==> config.mk <==
export PLATFORM = sky130hd
export DESIGN_NAME = ycbcr_color_likelihood_unit
export DESIGN_NICKNAME = d
export VERILOG_FILES = /design/src/ycl_pkg.sv /design/src/ycbcr_color_likelihood_unit.sv
export SDC_FILE = /design/constraint.sdc
export NUM_CORES = 1
export LEC_CHECK = 0
export BUFFER_PORTS_ARGS = -buffer_cell sky130_fd_sc_hd__buf_2
export CORE_UTILIZATION = 47
export CTS_BUF_LIST = sky130_fd_sc_hd__clkbuf_4 sky130_fd_sc_hd__clkbuf_8 sky130_fd_sc_hd__clkbuf_16
export DETAILED_ROUTE_END_ITERATION = 10
export PLACE_DENSITY = 0.72
export RECOVER_POWER = 100
export SLEW_MARGIN = 20
export SYNTH_ARGS = -nofsm -noshare
export SYNTH_HDL_FRONTEND = slang
export SYNTH_SLANG_ARGS = --single-unit
==> constraint.sdc <==
create_clock -name clk -period 6.2 [get_ports clk]
set_input_delay 1.24 -clock clk [delete_from_list [all_inputs] [get_ports clk]]
set_output_delay 1.24 -clock clk [all_outputs]
set_load 0.01 [all_outputs]
==> src/ycl_pkg.sv <==
// ----------------------------------------------------------------------------
// YCbCr color likelihood package
// Shared types, register indexes, mode codes and the square root step.
// ----------------------------------------------------------------------------
package ycl_pkg;

  localparam int unsigned NUM_CFG_REGS = 5;
  localparam int unsigned CFG_IDX_W    = 3;
  localparam int unsigned CFG_DATA_W   = 8;

  typedef logic [CFG_IDX_W-1:0]  cfg_idx_t;
  typedef logic [CFG_DATA_W-1:0] cfg_data_t;

  // Register indexes.
  localparam cfg_idx_t REG_TARGET_LUMA        = 3'd0;
  localparam cfg_idx_t REG_TARGET_BLUE_CHROMA = 3'd1;
  localparam cfg_idx_t REG_TARGET_RED_CHROMA  = 3'd2;
  localparam cfg_idx_t REG_DISTANCE_MODE      = 3'd3;
  localparam cfg_idx_t REG_LUMA_GATE          = 3'd4;

  // Distance modes.
  typedef logic [1:0] mode_t;
  localparam mode_t MODE_EUCLID_YCBCR  = 2'd0;
  localparam mode_t MODE_GATED_CHROMA  = 2'd1;
  localparam mode_t MODE_CHROMA_L1     = 2'd2;

  // Reset values of the configuration registers.
  localparam logic [7:0] RST_TARGET_LUMA        = 8'd0;
  localparam logic [7:0] RST_TARGET_BLUE_CHROMA = 8'd128;
  localparam logic [7:0] RST_TARGET_RED_CHROMA  = 8'd128;
  localparam mode_t      RST_DISTANCE_MODE      = MODE_EUCLID_YCBCR;
  localparam logic [7:0] RST_LUMA_GATE          = 8'd20;

  // Per-item side information that rides along the pipeline.
  typedef struct packed {
    mode_t      mode;
    logic       gate_fail;  // mode 1 luma difference above the gate
    logic       sat;        // squared distance at or above 2^16
    logic [7:0] l1_half;    // (|dCb| + |dCr|) / 2
  } side_t;

  typedef struct packed {
    logic [7:0] ady;
    logic [7:0] adb;
    logic [7:0] adr;
    side_t      side;
  } st_absdiff_t;

  typedef struct packed {
    logic [15:0] ysq;
    logic [15:0] bsq;
    logic [15:0] rsq;
    side_t       side;
  } st_square_t;

  typedef struct packed {
    logic [15:0] n;
    side_t       side;
  } st_sum_t;

  // Partial state of the digit-by-digit square root.
  typedef struct packed {
    logic [15:0] rem;
    logic [7:0]  root;
  } sqrt_t;

  localparam int unsigned SQRT_STAGES = 4;

  // One result bit of the restoring square root. The trial value is
  // (root + 2^i)^2 - root^2, where root holds only bits above i.
  function automatic sqrt_t sqrt_step(sqrt_t s, logic [2:0] bit_idx);
    logic [16:0] trial;
    logic [16:0] rem_ext;
    sqrt_t       r;
    trial   = ({9'd0, s.root} << ({1'b0, bit_idx} + 4'd1)) |
              (17'd1 << {bit_idx, 1'b0});
    rem_ext = {1'b0, s.rem};
    r       = s;
    if (rem_ext >= trial) begin
      r.rem  = 16'(rem_ext - trial);
      r.root = s.root | (8'd1 << bit_idx);
    end
    return r;
  endfunction

endpackage

==> src/ycbcr_color_likelihood_unit.sv <==
// ----------------------------------------------------------------------------
// YCbCr color likelihood unit
// Scores how close a YCbCr pixel lies to a configured target color.
// ----------------------------------------------------------------------------
// The unit accepts one pixel per clock while the output side does not stall
// and returns one 8-bit likelihood per pixel, in order. The work runs through
// eight register stages: absolute differences, squares, sum and range check,
// four square root stages that each resolve two root bits, and the output
// register. Every stage carries its own valid bit and accepts a new item
// whenever it is empty or its successor moves, so bubbles close up and a
// stall at the output backs up stage by stage without losing or repeating a
// pixel. Throughput is one pixel per cycle while the output does not stall,
// set by the fully pipelined square root. Configuration registers
// are written through the cfg port in a single cycle and must only be changed
// while no pixel is in flight.
module ycbcr_color_likelihood_unit (
  input  logic               clk,
  input  logic               rst_n,
  // Configuration write port.
  input  logic               cfg_we,
  input  ycl_pkg::cfg_idx_t  cfg_index,
  input  ycl_pkg::cfg_data_t cfg_wdata,
  // Pixel input channel.
  input  logic               in_valid,
  output logic               in_ready,
  input  logic [7:0]         in_luma,
  input  logic [7:0]         in_blue_chroma,
  input  logic [7:0]         in_red_chroma,
  // Likelihood output channel.
  output logic               out_valid,
  input  logic               out_ready,
  output logic [7:0]         out_likelihood
);

  import ycl_pkg::*;

  localparam int unsigned NUM_STAGES = 3 + SQRT_STAGES + 1;
  localparam int unsigned OUT_STAGE  = NUM_STAGES - 1;

  // Configuration registers.
  logic [7:0] target_luma_r;
  logic [7:0] target_blue_chroma_r;
  logic [7:0] target_red_chroma_r;
  mode_t      distance_mode_r;
  logic [7:0] luma_gate_r;

  // Pipeline control: one valid bit per stage and the advance enables.
  logic [NUM_STAGES-1:0] vld_r;
  logic [NUM_STAGES-1:0] adv;

  // Stage payloads.
  st_absdiff_t st1_r;
  st_square_t  st2_r;
  st_sum_t     st3_r;
  sqrt_t       sq_r [SQRT_STAGES];
  side_t       sd_r [SQRT_STAGES];
  logic [7:0]  likelihood_r;

  // --------------------------------------------------------------------------
  // Configuration writes. Indexes beyond the register list are ignored.
  // --------------------------------------------------------------------------
  always_ff @(posedge clk) begin
    if (!rst_n) begin
      target_luma_r        <= RST_TARGET_LUMA;
      target_blue_chroma_r <= RST_TARGET_BLUE_CHROMA;
      target_red_chroma_r  <= RST_TARGET_RED_CHROMA;
      distance_mode_r      <= RST_DISTANCE_MODE;
      luma_gate_r          <= RST_LUMA_GATE;
    end else if (cfg_we) begin
      unique case (cfg_index)
        REG_TARGET_LUMA:        target_luma_r        <= cfg_wdata;
        REG_TARGET_BLUE_CHROMA: target_blue_chroma_r <= cfg_wdata;
        REG_TARGET_RED_CHROMA:  target_red_chroma_r  <= cfg_wdata;
        REG_DISTANCE_MODE:      distance_mode_r      <= cfg_wdata[1:0];
        REG_LUMA_GATE:          luma_gate_r          <= cfg_wdata;
        default: ;
      endcase
    end
  end

  // --------------------------------------------------------------------------
  // Handshake. A stage may load when it is empty or when its contents move
  // on in the same cycle; the output stage moves when the consumer takes it.
  // --------------------------------------------------------------------------
  always_comb begin
    adv[OUT_STAGE] = !vld_r[OUT_STAGE] || out_ready;
    for (int k = OUT_STAGE - 1; k >= 0; k--) begin
      adv[k] = !vld_r[k] || adv[k+1];
    end
  end

  assign in_ready = adv[0];

  always_ff @(posedge clk) begin
    if (!rst_n) begin
      vld_r <= '0;
    end else begin
      if (adv[0]) begin
        vld_r[0] <= in_valid;
      end
      for (int k = 1; k < NUM_STAGES; k++) begin
        if (adv[k]) begin
          vld_r[k] <= vld_r[k-1];
        end
      end
    end
  end

  // --------------------------------------------------------------------------
  // Stage 1: absolute channel differences and the luma gate test.
  // --------------------------------------------------------------------------
  function automatic logic [7:0] abs_diff(logic [7:0] a, logic [7:0] b);
    return (a >= b) ? (a - b) : (b - a);
  endfunction

  st_absdiff_t st1_nxt;

  always_comb begin
    st1_nxt.ady            = abs_diff(in_luma, target_luma_r);
    st1_nxt.adb            = abs_diff(in_blue_chroma, target_blue_chroma_r);
    st1_nxt.adr            = abs_diff(in_red_chroma, target_red_chroma_r);
    st1_nxt.side.mode      = distance_mode_r;
    st1_nxt.side.gate_fail = st1_nxt.ady > luma_gate_r;
    st1_nxt.side.sat       = 1'b0;
    st1_nxt.side.l1_half   = '0;
  end

  always_ff @(posedge clk) begin
    if (adv[0]) begin
      st1_r <= st1_nxt;
    end
  end

  // --------------------------------------------------------------------------
  // Stage 2: squares of the differences and the halved chroma L1 distance.
  // --------------------------------------------------------------------------
  st_square_t st2_nxt;
  logic [8:0] l1_sum;

  always_comb begin
    l1_sum               = {1'b0, st1_r.adb} + {1'b0, st1_r.adr};
    st2_nxt.ysq          = st1_r.ady * st1_r.ady;
    st2_nxt.bsq          = st1_r.adb * st1_r.adb;
    st2_nxt.rsq          = st1_r.adr * st1_r.adr;
    st2_nxt.side         = st1_r.side;
    st2_nxt.side.l1_half = l1_sum[8:1];
  end

  always_ff @(posedge clk) begin
    if (adv[1]) begin
      st2_r <= st2_nxt;
    end
  end

  // --------------------------------------------------------------------------
  // Stage 3: sum of squares. Any sum of 2^16 or more has a root of at least
  // 256, which clamps to a likelihood of zero in both euclidean modes, so
  // only the low 16 bits go on to the square root.
  // --------------------------------------------------------------------------
  st_sum_t     st3_nxt;
  logic [17:0] sum_all;
  logic [17:0] sum_sel;

  always_comb begin
    sum_all = {2'b00, st2_r.ysq} + {2'b00, st2_r.bsq} + {2'b00, st2_r.rsq};
    if (st2_r.side.mode == MODE_GATED_CHROMA) begin
      sum_sel = {2'b00, st2_r.bsq} + {2'b00, st2_r.rsq};
    end else begin
      sum_sel = sum_all;
    end
    st3_nxt.n        = sum_sel[15:0];
    st3_nxt.side     = st2_r.side;
    st3_nxt.side.sat = |sum_sel[17:16];
  end

  always_ff @(posedge clk) begin
    if (adv[2]) begin
      st3_r <= st3_nxt;
    end
  end

  // --------------------------------------------------------------------------
  // Stages 4 to 7: square root, two result bits per stage, most significant
  // first. The remainder left at the end tells whether the root was exact.
  // --------------------------------------------------------------------------
  for (genvar k = 0; k < SQRT_STAGES; k++) begin : g_sqrt
    sqrt_t s_in;
    sqrt_t s_mid;
    sqrt_t s_out;
    side_t side_in;

    if (k == 0) begin : g_first
      assign s_in    = '{rem: st3_r.n, root: 8'd0};
      assign side_in = st3_r.side;
    end else begin : g_next
      assign s_in    = sq_r[k-1];
      assign side_in = sd_r[k-1];
    end

    assign s_mid = sqrt_step(s_in, 3'(7 - 2 * k));
    assign s_out = sqrt_step(s_mid, 3'(6 - 2 * k));

    always_ff @(posedge clk) begin
      if (adv[3+k]) begin
        sq_r[k] <= s_out;
        sd_r[k] <= side_in;
      end
    end
  end

  // --------------------------------------------------------------------------
  // Stage 8: likelihood and output register.
  // Mode 0 uses the floor of the root, mode 1 its ceiling; 255 minus the
  // root is simply its complement. Mode 3 has no meaning and scores zero.
  // --------------------------------------------------------------------------
  sqrt_t      sq_fin;
  side_t      sd_fin;
  logic       root_exact;
  logic [7:0] likelihood_nxt;

  assign sq_fin     = sq_r[SQRT_STAGES-1];
  assign sd_fin     = sd_r[SQRT_STAGES-1];
  assign root_exact = (sq_fin.rem == 16'd0);

  always_comb begin
    case (sd_fin.mode)
      MODE_EUCLID_YCBCR: begin
        likelihood_nxt = sd_fin.sat ? 8'd0 : ~sq_fin.root;
      end
      MODE_GATED_CHROMA: begin
        if (sd_fin.gate_fail || sd_fin.sat) begin
          likelihood_nxt = 8'd0;
        end else if (root_exact) begin
          likelihood_nxt = ~sq_fin.root;
        end else if (sq_fin.root == 8'd255) begin
          likelihood_nxt = 8'd0;
        end else begin
          likelihood_nxt = ~sq_fin.root - 8'd1;
        end
      end
      MODE_CHROMA_L1: begin
        likelihood_nxt = ~sd_fin.l1_half;
      end
      default: begin
        likelihood_nxt = 8'd0;
      end
    endcase
  end

  always_ff @(posedge clk) begin
    if (adv[OUT_STAGE]) begin
      likelihood_r <= likelihood_nxt;
    end
  end

  assign out_valid      = vld_r[OUT_STAGE];
  assign out_likelihood = likelihood_r;

  // --------------------------------------------------------------------------
  // Assertions.
  // --------------------------------------------------------------------------

  // The input side only stalls once every stage holds an item.
  a_ready_only_when_full: assert property (@(posedge clk) disable iff (!rst_n)
    !in_ready |-> (&vld_r))
    else $error("input stalled while the pipeline has an empty stage");

  // A finished square root leaves a remainder no larger than twice the root.
  a_sqrt_remainder: assert property (@(posedge clk) disable iff (!rst_n)
    vld_r[OUT_STAGE-1] |-> ({8'd0, sq_fin.rem} <= {15'd0, sq_fin.root, 1'b0}))
    else $error("square root remainder out of range");

  // A stalled first stage keeps its item and its contents.
  a_stage1_hold: assert property (@(posedge clk) disable iff (!rst_n)
    (vld_r[0] && !adv[0]) |=> (vld_r[0] && $stable(st1_r)))
    else $error("stalled first stage lost or changed its item");

  // An accepted pixel always lands in the first stage.
  a_accept_lands: assert property (@(posedge clk) disable iff (!rst_n)
    (in_valid && in_ready) |=> vld_r[0])
    else $error("accepted pixel did not enter the pipeline");

endmodule
Word-level counts from Yosys, hierarchy flattened
Memory sizes are Yosys's and may differ from the RTL's.
Index checks and enable logic that the tools add are counted.
{ "totals": {"ramBits": 144, "register_bits": 164, "out_inout_bits": 10, "inputBits": 40, "n_memories": 2} }
{ "mem_list": {"columns": ["name", "words", "width", "rd", "rd_clocked_by_memory_dff", "write_ports", "line_no", "text"], "rows": [
  ["sq_r", 4, 24, 4, 0, 4, "ycbcr_color_likelihood_unit.sv:55", "sqrt_t sq_r [SQRT_STAGES];"],
  ["sd_r", 4, 12, 4, 0, 4, "ycbcr_color_likelihood_unit.sv:56", "side_t sd_r [SQRT_STAGES];"]
]} }
{ "classes": {"n_lt_le_gt_ge": 12, "n_reduce_logical": 26, "eq_ne": 8, "multipliers": 3, "bitwise": 2, "muxes": 25, "n_addsub": 19} }
{ "op_table": {"columns": ["cell", "count"], "rows": [
  ["24-bit two-way mux", 8],
  ["8-bit two-way mux", 7],
  ["8-bit by 8-bit multiplier with 16-bit output", 3],
  ["8-bit subtractor", 6],
  ["16-bit by 16-bit adder with 17-bit output", 2],
  ["8-bit greater-or-equal comparator", 3],
  ["8-bit one-hot mux with 3 select lines", 1],
  ["17-bit by 16-bit adder with 18-bit output", 1],
  ["18-bit two-way mux", 1],
  ["16-bit by 10-bit greater-or-equal comparator with 1-bit output", 1],
  ["16-bit by 11-bit greater-or-equal comparator with 1-bit output", 1],
  ["16-bit by 12-bit greater-or-equal comparator with 1-bit output", 1],
  ["16-bit by 13-bit greater-or-equal comparator with 1-bit output", 1],
  ["16-bit by 14-bit greater-or-equal comparator with 1-bit output", 1],
  ["16-bit by 15-bit greater-or-equal comparator with 1-bit output", 1],
  ["16-bit by 15-bit greater-or-equal comparator with 1-bit output (second input constant)", 1],
  ["16-bit by 9-bit greater-or-equal comparator with 1-bit output", 1],
  ["16-bit logical NOT", 1],
  ["8-bit inverter", 2],
  ["16-bit by 10-bit subtractor with 16-bit output", 1],
  ["16-bit by 11-bit subtractor with 16-bit output", 1],
  ["16-bit by 12-bit subtractor with 16-bit output", 1],
  ["16-bit by 13-bit subtractor with 16-bit output", 1],
  ["16-bit by 14-bit subtractor with 16-bit output", 1],
  ["other kinds (19)", 47]
]} }

Longest topological paths before layout
Gate-level depths: netlist of run 1.
{ "logic_depth": {"ltp_word": 9, "depth_mapped": 21} }

Least setup slack after synthesis of run 1
OpenSTA, ideal clock, no wires.
{ "synth_timing": {"path_kind": "flip-flop to flip-flop", "from": "mem sq_r[2][5] (netlist bit)", "to": "mem sq_r[3][14] (netlist bit), data pin", "setup_ns": 0.260, "path_buffers": 3, "path_stages_with_launch": 20, "path_slack_ns": 1.554, "t_arrival_ns": 4.386, "cell_sequence": "edfxtp_1 inv_1 ha_1 buf_2 a211oi_1 nor2_1 nor2_1 nand2_2 inv_1 clkbuf_1 o21ai_0 ha_1 and2_1 a221o_1 a211o_1 a21o_1 o2111a_1 nor3_2 buf_6 mux2_2"} }
{ "synth_lines": {"columns": ["element", "line_no"], "rows": [
  ["from (decl)", "ycbcr_color_likelihood_unit.sv:55"]
]} }

==> impl_metrics.yaml, run 1 <==
flow_run:
  timing.max_cap.violations: 6
cts:
  post_cts_buffers: 0
  hold_buffers: 0
  cts_tree: "yes"
  cts_resized: 0
  clk_pin_slew_ns: 0.07
  clk_latency_ns: 0.53
  cts_max_level: 2
  cts_buffer_depth: 3
  numCtsBuffers: 34
  clock-sinks: 293
  cts-root-buf: "clkbuf_16"
finish:
  layout_common_cells: "edfxtp_1, inv_1, ha_1"
  syn_to_final_growth_pct: 9.12
  multi_input_area_um2: 12000
  layout-drive-gt1-share_pct: 6.08
  diodes: 0
  ff_latch_area_um2: 8380
  final_common_cell: "edfxtp_1"
  fillers: 4006
  num-nets-final: 2493
sta:
  tightest_slew_ns: 1.98
  fin_crit_sh_pct: 87.4
  setup-tns-final_ns: 0
  max_slew_margin_pct: -32.1
  setup_viol: 0
  postLayoutSetupSlackWorst_ns: 0.779
  fin_crit_ns: 5.42
  slew_violations: 208
  fin_skew_ns: 0.0261
  hold_viol_final: 0
  fmax_mhz: 184
  rsz0062_at_grt: "false"
min_path:
  min_from: "g_sqrt[0].side_in[4]"
  hold_depth: 0
  min_to: "sd_r[0][4]"
  hold_class: "flop to flop"
worst_setup_path:
  path_delay_family: "compound AO/OA/AOI/OAI gates"
  reg2reg_depth: 17
  reg2reg_to: "sq_r[3][15]"
  worstSetupStartpointType: "flop"
  cp-end-kind: "flop"
  arrival_ns: 5.71
  ff2ff_setup_slack_ns: 0.78
  worst-setup-path-type: "flop to flop"
  cp_slowest_cell: "o21ai_0"
  crit_buf_inv: 3
  worstPathCellList: "inv_1 > ha_1 > nand2b_1 > a21oi_1 > o21ai_0 > nand2_1 > inv_1 > o21ai_0 > ha_1 > and2_0 > a221o_1 > a211o_1 > a21o_1 > o2111a_1 > nor3_2 > buf_4 > mux2_1"
  rr_startpoint: "sq_r[2][10]"
  cp_slowest_stage_delay_ns: 0.62
  worstPathMaxFanout: 13
  critPathRequiredTime_ns: 6.49
  path_depth: 17
drt:
  ant_nets: 0
  dr.pass1.iters: 5
  drc: 0
  drt_iter0_markers: 808
  via_per_inst: 5.51
  wl_per_cell_um: 16.2
  wl_um: 44600
  dr_total_vias: 15163
status:
  violations: "max-capacitance violations, max-slew violations"
  status: "finished, violations left"
global_routing:
  grt_overflow: 0
  grt_pass1_wl_um: 74800
  grt_max_degree: 43
  antenna_found_initial: 0
  grtUsageMet2_pct: 35.3
  grtUsageTotal_pct: 19.5
  busiest_layer: "met2"
  grt_pass1_vias: 15562
  met3_usage_pct: 2.65
  groute.layer.met1.usage_pct: 22.8
placement:
  numPortBuffers: 49
  dp_hpwl_um: 35200
  place_congestion: 0.919
  pre_cts_slack_ns: 0.937
logic_synthesis:
  ys_ff_latch: 293
  yosysUniqueCellTypes: 95
  ys_seq_area_share_pct: 38.9
  synthArstFlopShare_pct: 0
  yosys_most_used_dff: "edfxtp_1"
  synth_area_per_cell_um2: 10.4
  synth_warnings: 0
  syn_area_um2: 21500
  synth_edf_count: 251
  synth_cells: 2071
floorplanning:
  core_area_um2: 45300
  die_h_um: 216
  initial_core_util_pct: 47.6
  die_area_um2: 46700
  dieWidth_um: 216
  num_io_pins: 50
  core.rowCount: 78
==> stage by stage <==
step / hold WS, ns / instances / instance area, um2 / utilization, %
after floorplan: 0.400 / 2073 / 21500 / -
after global placement: 0.401 / 2696 / 22500 / 49.6
after detailed placement: 0.405 / 2696 / 22500 / 49.6
after CTS: 0.416 / 2754 / 23600 / 52.1
after global routing: 0.420 / 2754 / 23500 / 51.9
final: 0.414 / 2754 / 23500 / 51.9
==> per-layer routing <==
metal	wire length (um)	vias up
li1	-	7419
met1	18500	7314
met2	22300	323
met3	1740	107
met4	2030	0
met5	0	-
==> cell type report <==
| cell class | count | area share, % |
|---|---|---|
| sequential | 293 | 35.6 |
| tap | 600 | 3.19 |
| timing repair buffer | 58 | 1.13 |
| multi-input combinational | 1491 | 51.1 |
| clock inverter | 17 | 0.894 |
| clock buffer | 41 | 3.95 |
| inverter | 254 | 4.06 |
==> state kept, by name, indices dropped and copies added (netlist names) <==
signal and cells:
out_likelihood 8, target_blue_chroma_r 8, st2_r 56, st1_r 27, luma_gate_r 8, g_sqrt.s_in 16
distance_mode_r 2, sq_r 84, sd_r 48, vld_r 8, target_red_chroma_r 8, g_sqrt.side_in 12
target_luma_r 8
==> how the worst max path moves through the flow <==
stage,startpoint,to
floorplan,sq_r[2][5],sq_r[3][14]
global placement,in_luma[0],st1_r[9]
detailed placement,in_luma[0],st1_r[9]
CTS,sq_r[2][5],sq_r[3][15]
global route,sq_r[2][10],sq_r[3][15]
finish,sq_r[2][10],sq_r[3][15]
==> logic make-up after synthesis <==
| kind of cell | Yosys count | share of synthesized area, % |
|---|---|---|
| mux | 33 | 1.66 |
| simple gates | 608 | 14.4 |
| fa+ha+maj | 321 | 22.1 |
| flops | 293 | 38.9 |
| compound gates | 397 | 12.6 |
| other cells | 1 | 0.0174 |
| buf+inv | 289 | 5.13 |
| xor+xnor | 129 | 5.25 |
==> cell usage after synthesis (15+ instances only) <==
library cell,n,area (um2)
a21boi_0,31,233
a21o_1,26,195
a21oi_1,104,521
and2_1,65,407
clkbuf_1,27,101
dfxtp_1,42,841
edfxtp_1,251,7540
fa_1,98,1960
ha_1,223,2790
inv_1,250,938
mux2i_1,17,170
nand2_1,174,653
nand2b_1,18,113
nand3_1,40,200
nor2_1,127,477
nor2b_1,35,219
nor3_1,37,185
nor4_1,15,93.8
o211ai_1,17,128
o21a_1,33,248
o21ai_0,59,295
o31ai_1,16,120
xnor2_1,89,780
xor2_1,40,350
Power of run 1 is not shown: default switching activity piles up to over one toggle a cycle in this logic, so the estimate is an artifact.
==> run 2: changes to the inputs <==
--- a/config.mk
+++ b/config.mk
@@ -11,6 +11,7 @@
 export DETAILED_ROUTE_END_ITERATION = 10
 export PLACE_DENSITY = 0.72
 export RECOVER_POWER = 100
+export SKIP_CTS_REPAIR_TIMING = 1
 export SLEW_MARGIN = 20
 export SYNTH_ARGS = -nofsm -noshare
 export SYNTH_HDL_FRONTEND = slang
==> constraint.sdc (replaced) <==
create_clock -name clk -period 5.4 [get_ports clk]
set_input_delay 1.08 -clock clk [delete_from_list [all_inputs] [get_ports clk]]
set_output_delay 1.08 -clock clk [all_outputs]
set_load 0.01 [all_outputs]
==> impl_metrics.yaml, run 2 (synthesis gave the netlist of run 1 again) <==
status:
  status: "finished, violations left"
  violations: "max-capacitance violations, max-slew violations"
sta:
  tightest_slew_ns: 2.04
  fin_skew_ns: 0.0257
  fin_crit_sh_pct: 93.9
  hold_viol_final: 0
  slew_violations: 208
  fin_crit_ns: 5.07
  setup-tns-final_ns: 0
  max_slew_margin_pct: -36.3
  setup_viol: 0
  fmax_mhz: 197
  rsz0062_at_grt: "false"
finish:
  fillers: 3984
  diodes: 0
  top_regs: "sq_r x84, st2_r x56, sd_r x48"
  design_area_um2: 23600
  layout_common_cells: "edfxtp_1, inv_1, ha_1"
  largest-register: "sq_r"
  final_common_cell: "edfxtp_1"
  num-nets-final: 2497
  multi_input_area_um2: 12000
  syn_to_final_growth_pct: 9.36
  largest_register_ff_count: 84
  ff_latch_area_um2: 8380
  fin_cells: 2761
  layout-drive-gt1-share_pct: 6.48
global_routing:
  grt_max_degree: 43
  grt_pass1_vias: 15473
  grt_overflow: 0
  grt_pass1_wl_um: 75000
  antenna_found_initial: 0
  grtUsageTotal_pct: 19.7
worst_setup_path:
  path_depth: 17
  crit_buf_inv: 3
  ff2ff_setup_slack_ns: 0.33
  crit_end: "sq_r[3][11]"
  startpoint: "sq_r[2][10]"
  worstSetupStartpointType: "flop"
  worstPathMaxFanout: 13
  worstPathCellList: "inv_1 > ha_1 > nand2b_1 > a21oi_1 > o21ai_1 > nand2_2 > inv_1 > o21ai_0 > ha_1 > and2_0 > a221o_1 > a211o_1 > a21o_1 > o2111a_1 > nor3_2 > buf_4 > mux2_2"
  cp-end-kind: "flop"
  cp_slowest_cell: "edfxtp_1"
  cp_slowest_stage_delay_ns: 0.48
  reg2reg_to: "sq_r[3][11]"
  reg2reg_depth: 17
  path_delay_family: "compound AO/OA/AOI/OAI gates"
  rr_startpoint: "sq_r[2][10]"
  arrival_ns: 5.36
  critPathRequiredTime_ns: 5.69
  worst-setup-path-type: "flop to flop"
placement:
  place_congestion: 0.871
  dpl-instance-area_um2: 22500
  dp_hpwl_um: 34900
  numPortBuffers: 49
  dp.cells: 2699
drt:
  via_per_inst: 5.49
  dr_total_vias: 15171
  drt_iter0_markers: 823
  dr.pass1.iters: 5
  wl_um: 44900
  ant_nets: 0
  drc: 0
  wl_per_cell_um: 16.3
floorplanning:
  core.rowCount: 78
  num_io_pins: 50
  die_h_um: 216
  initial_core_util_pct: 47.6
  core_area_um2: 45300
  die_area_um2: 46700
  dieWidth_um: 216
cts:
  numCtsBuffers: 35
  clk_pin_slew_ns: 0.06
  clock-sinks: 293
  cts_tree: "yes"
  clk_latency_ns: 0.56
  cts-root-buf: "clkbuf_16"
  cts_buffer_depth: 3
  cts_max_level: 2
flow_run:
  timing.max_cap.violations: 6
min_path:
  hold_class: "flop to flop"
  min_from: "st2_r[5]"
run 2: cell types whose count changed in the layout (fill, tap and decap cells not counted), moves of 2 or more:
cell and change:
buf_4 +2, clkbuf_8 -4, clkinv_2 +6, inv_6 +2
run 2: per-layer routing:
metal  global-route usage [%]  share of wire [%]  vias to the layer above
met5                        0                  0                        -
met4                     6.57                2.8                        0
met3                     2.82                3.7                       87
met2                     36.2                 51                      319
met1                     23.3                 42                     7333
li1                         -                  -                     7432
run 2: how the worst min path moves through the flow:
| stage | end | slack [ns] | cells after the start |
|---|---|---|---|
| after floorplan | g_sqrt[0].side_in[0] | 0.40 | 0 |
| after global placement | sd_r[0][0] | 0.40 | 0 |
| after detailed placement | g_sqrt[0].side_in[2] | 0.40 | 0 |
| after CTS | g_sqrt[0].side_in[5] | 0.41 | 0 |
| after global routing | g_sqrt[0].side_in[5] | 0.42 | 0 |
| final | g_sqrt[0].side_in[5] | 0.41 | 0 |
run 2: through the flow:
stage | utilization (%) | worst slack, ns | hold WS [ns]
final | 52.0 | 0.328 | 0.413
after global placement | 49.6 | 0.489 | 0.401
after floorplan | - | 0.754 | 0.400
after global routing | 52.0 | 0.0725 | 0.419
after CTS | 52.2 | 0.435 | 0.412
after detailed placement | 49.6 | 0.436 | 0.405
run 2: final cells by class:
cell class                      count  share of cell area (%)
Clock inverter                     25                    1.15
Timing Repair Buffer               61                    1.21
Clock buffer                       37                    3.78
Inverter                          254                    4.05
Sequential cell                   293                    35.6
Multi-Input combinational cell   1491                    51.1
Tap cell                          600                    3.19
Power of run 2 is left out for the same reason.
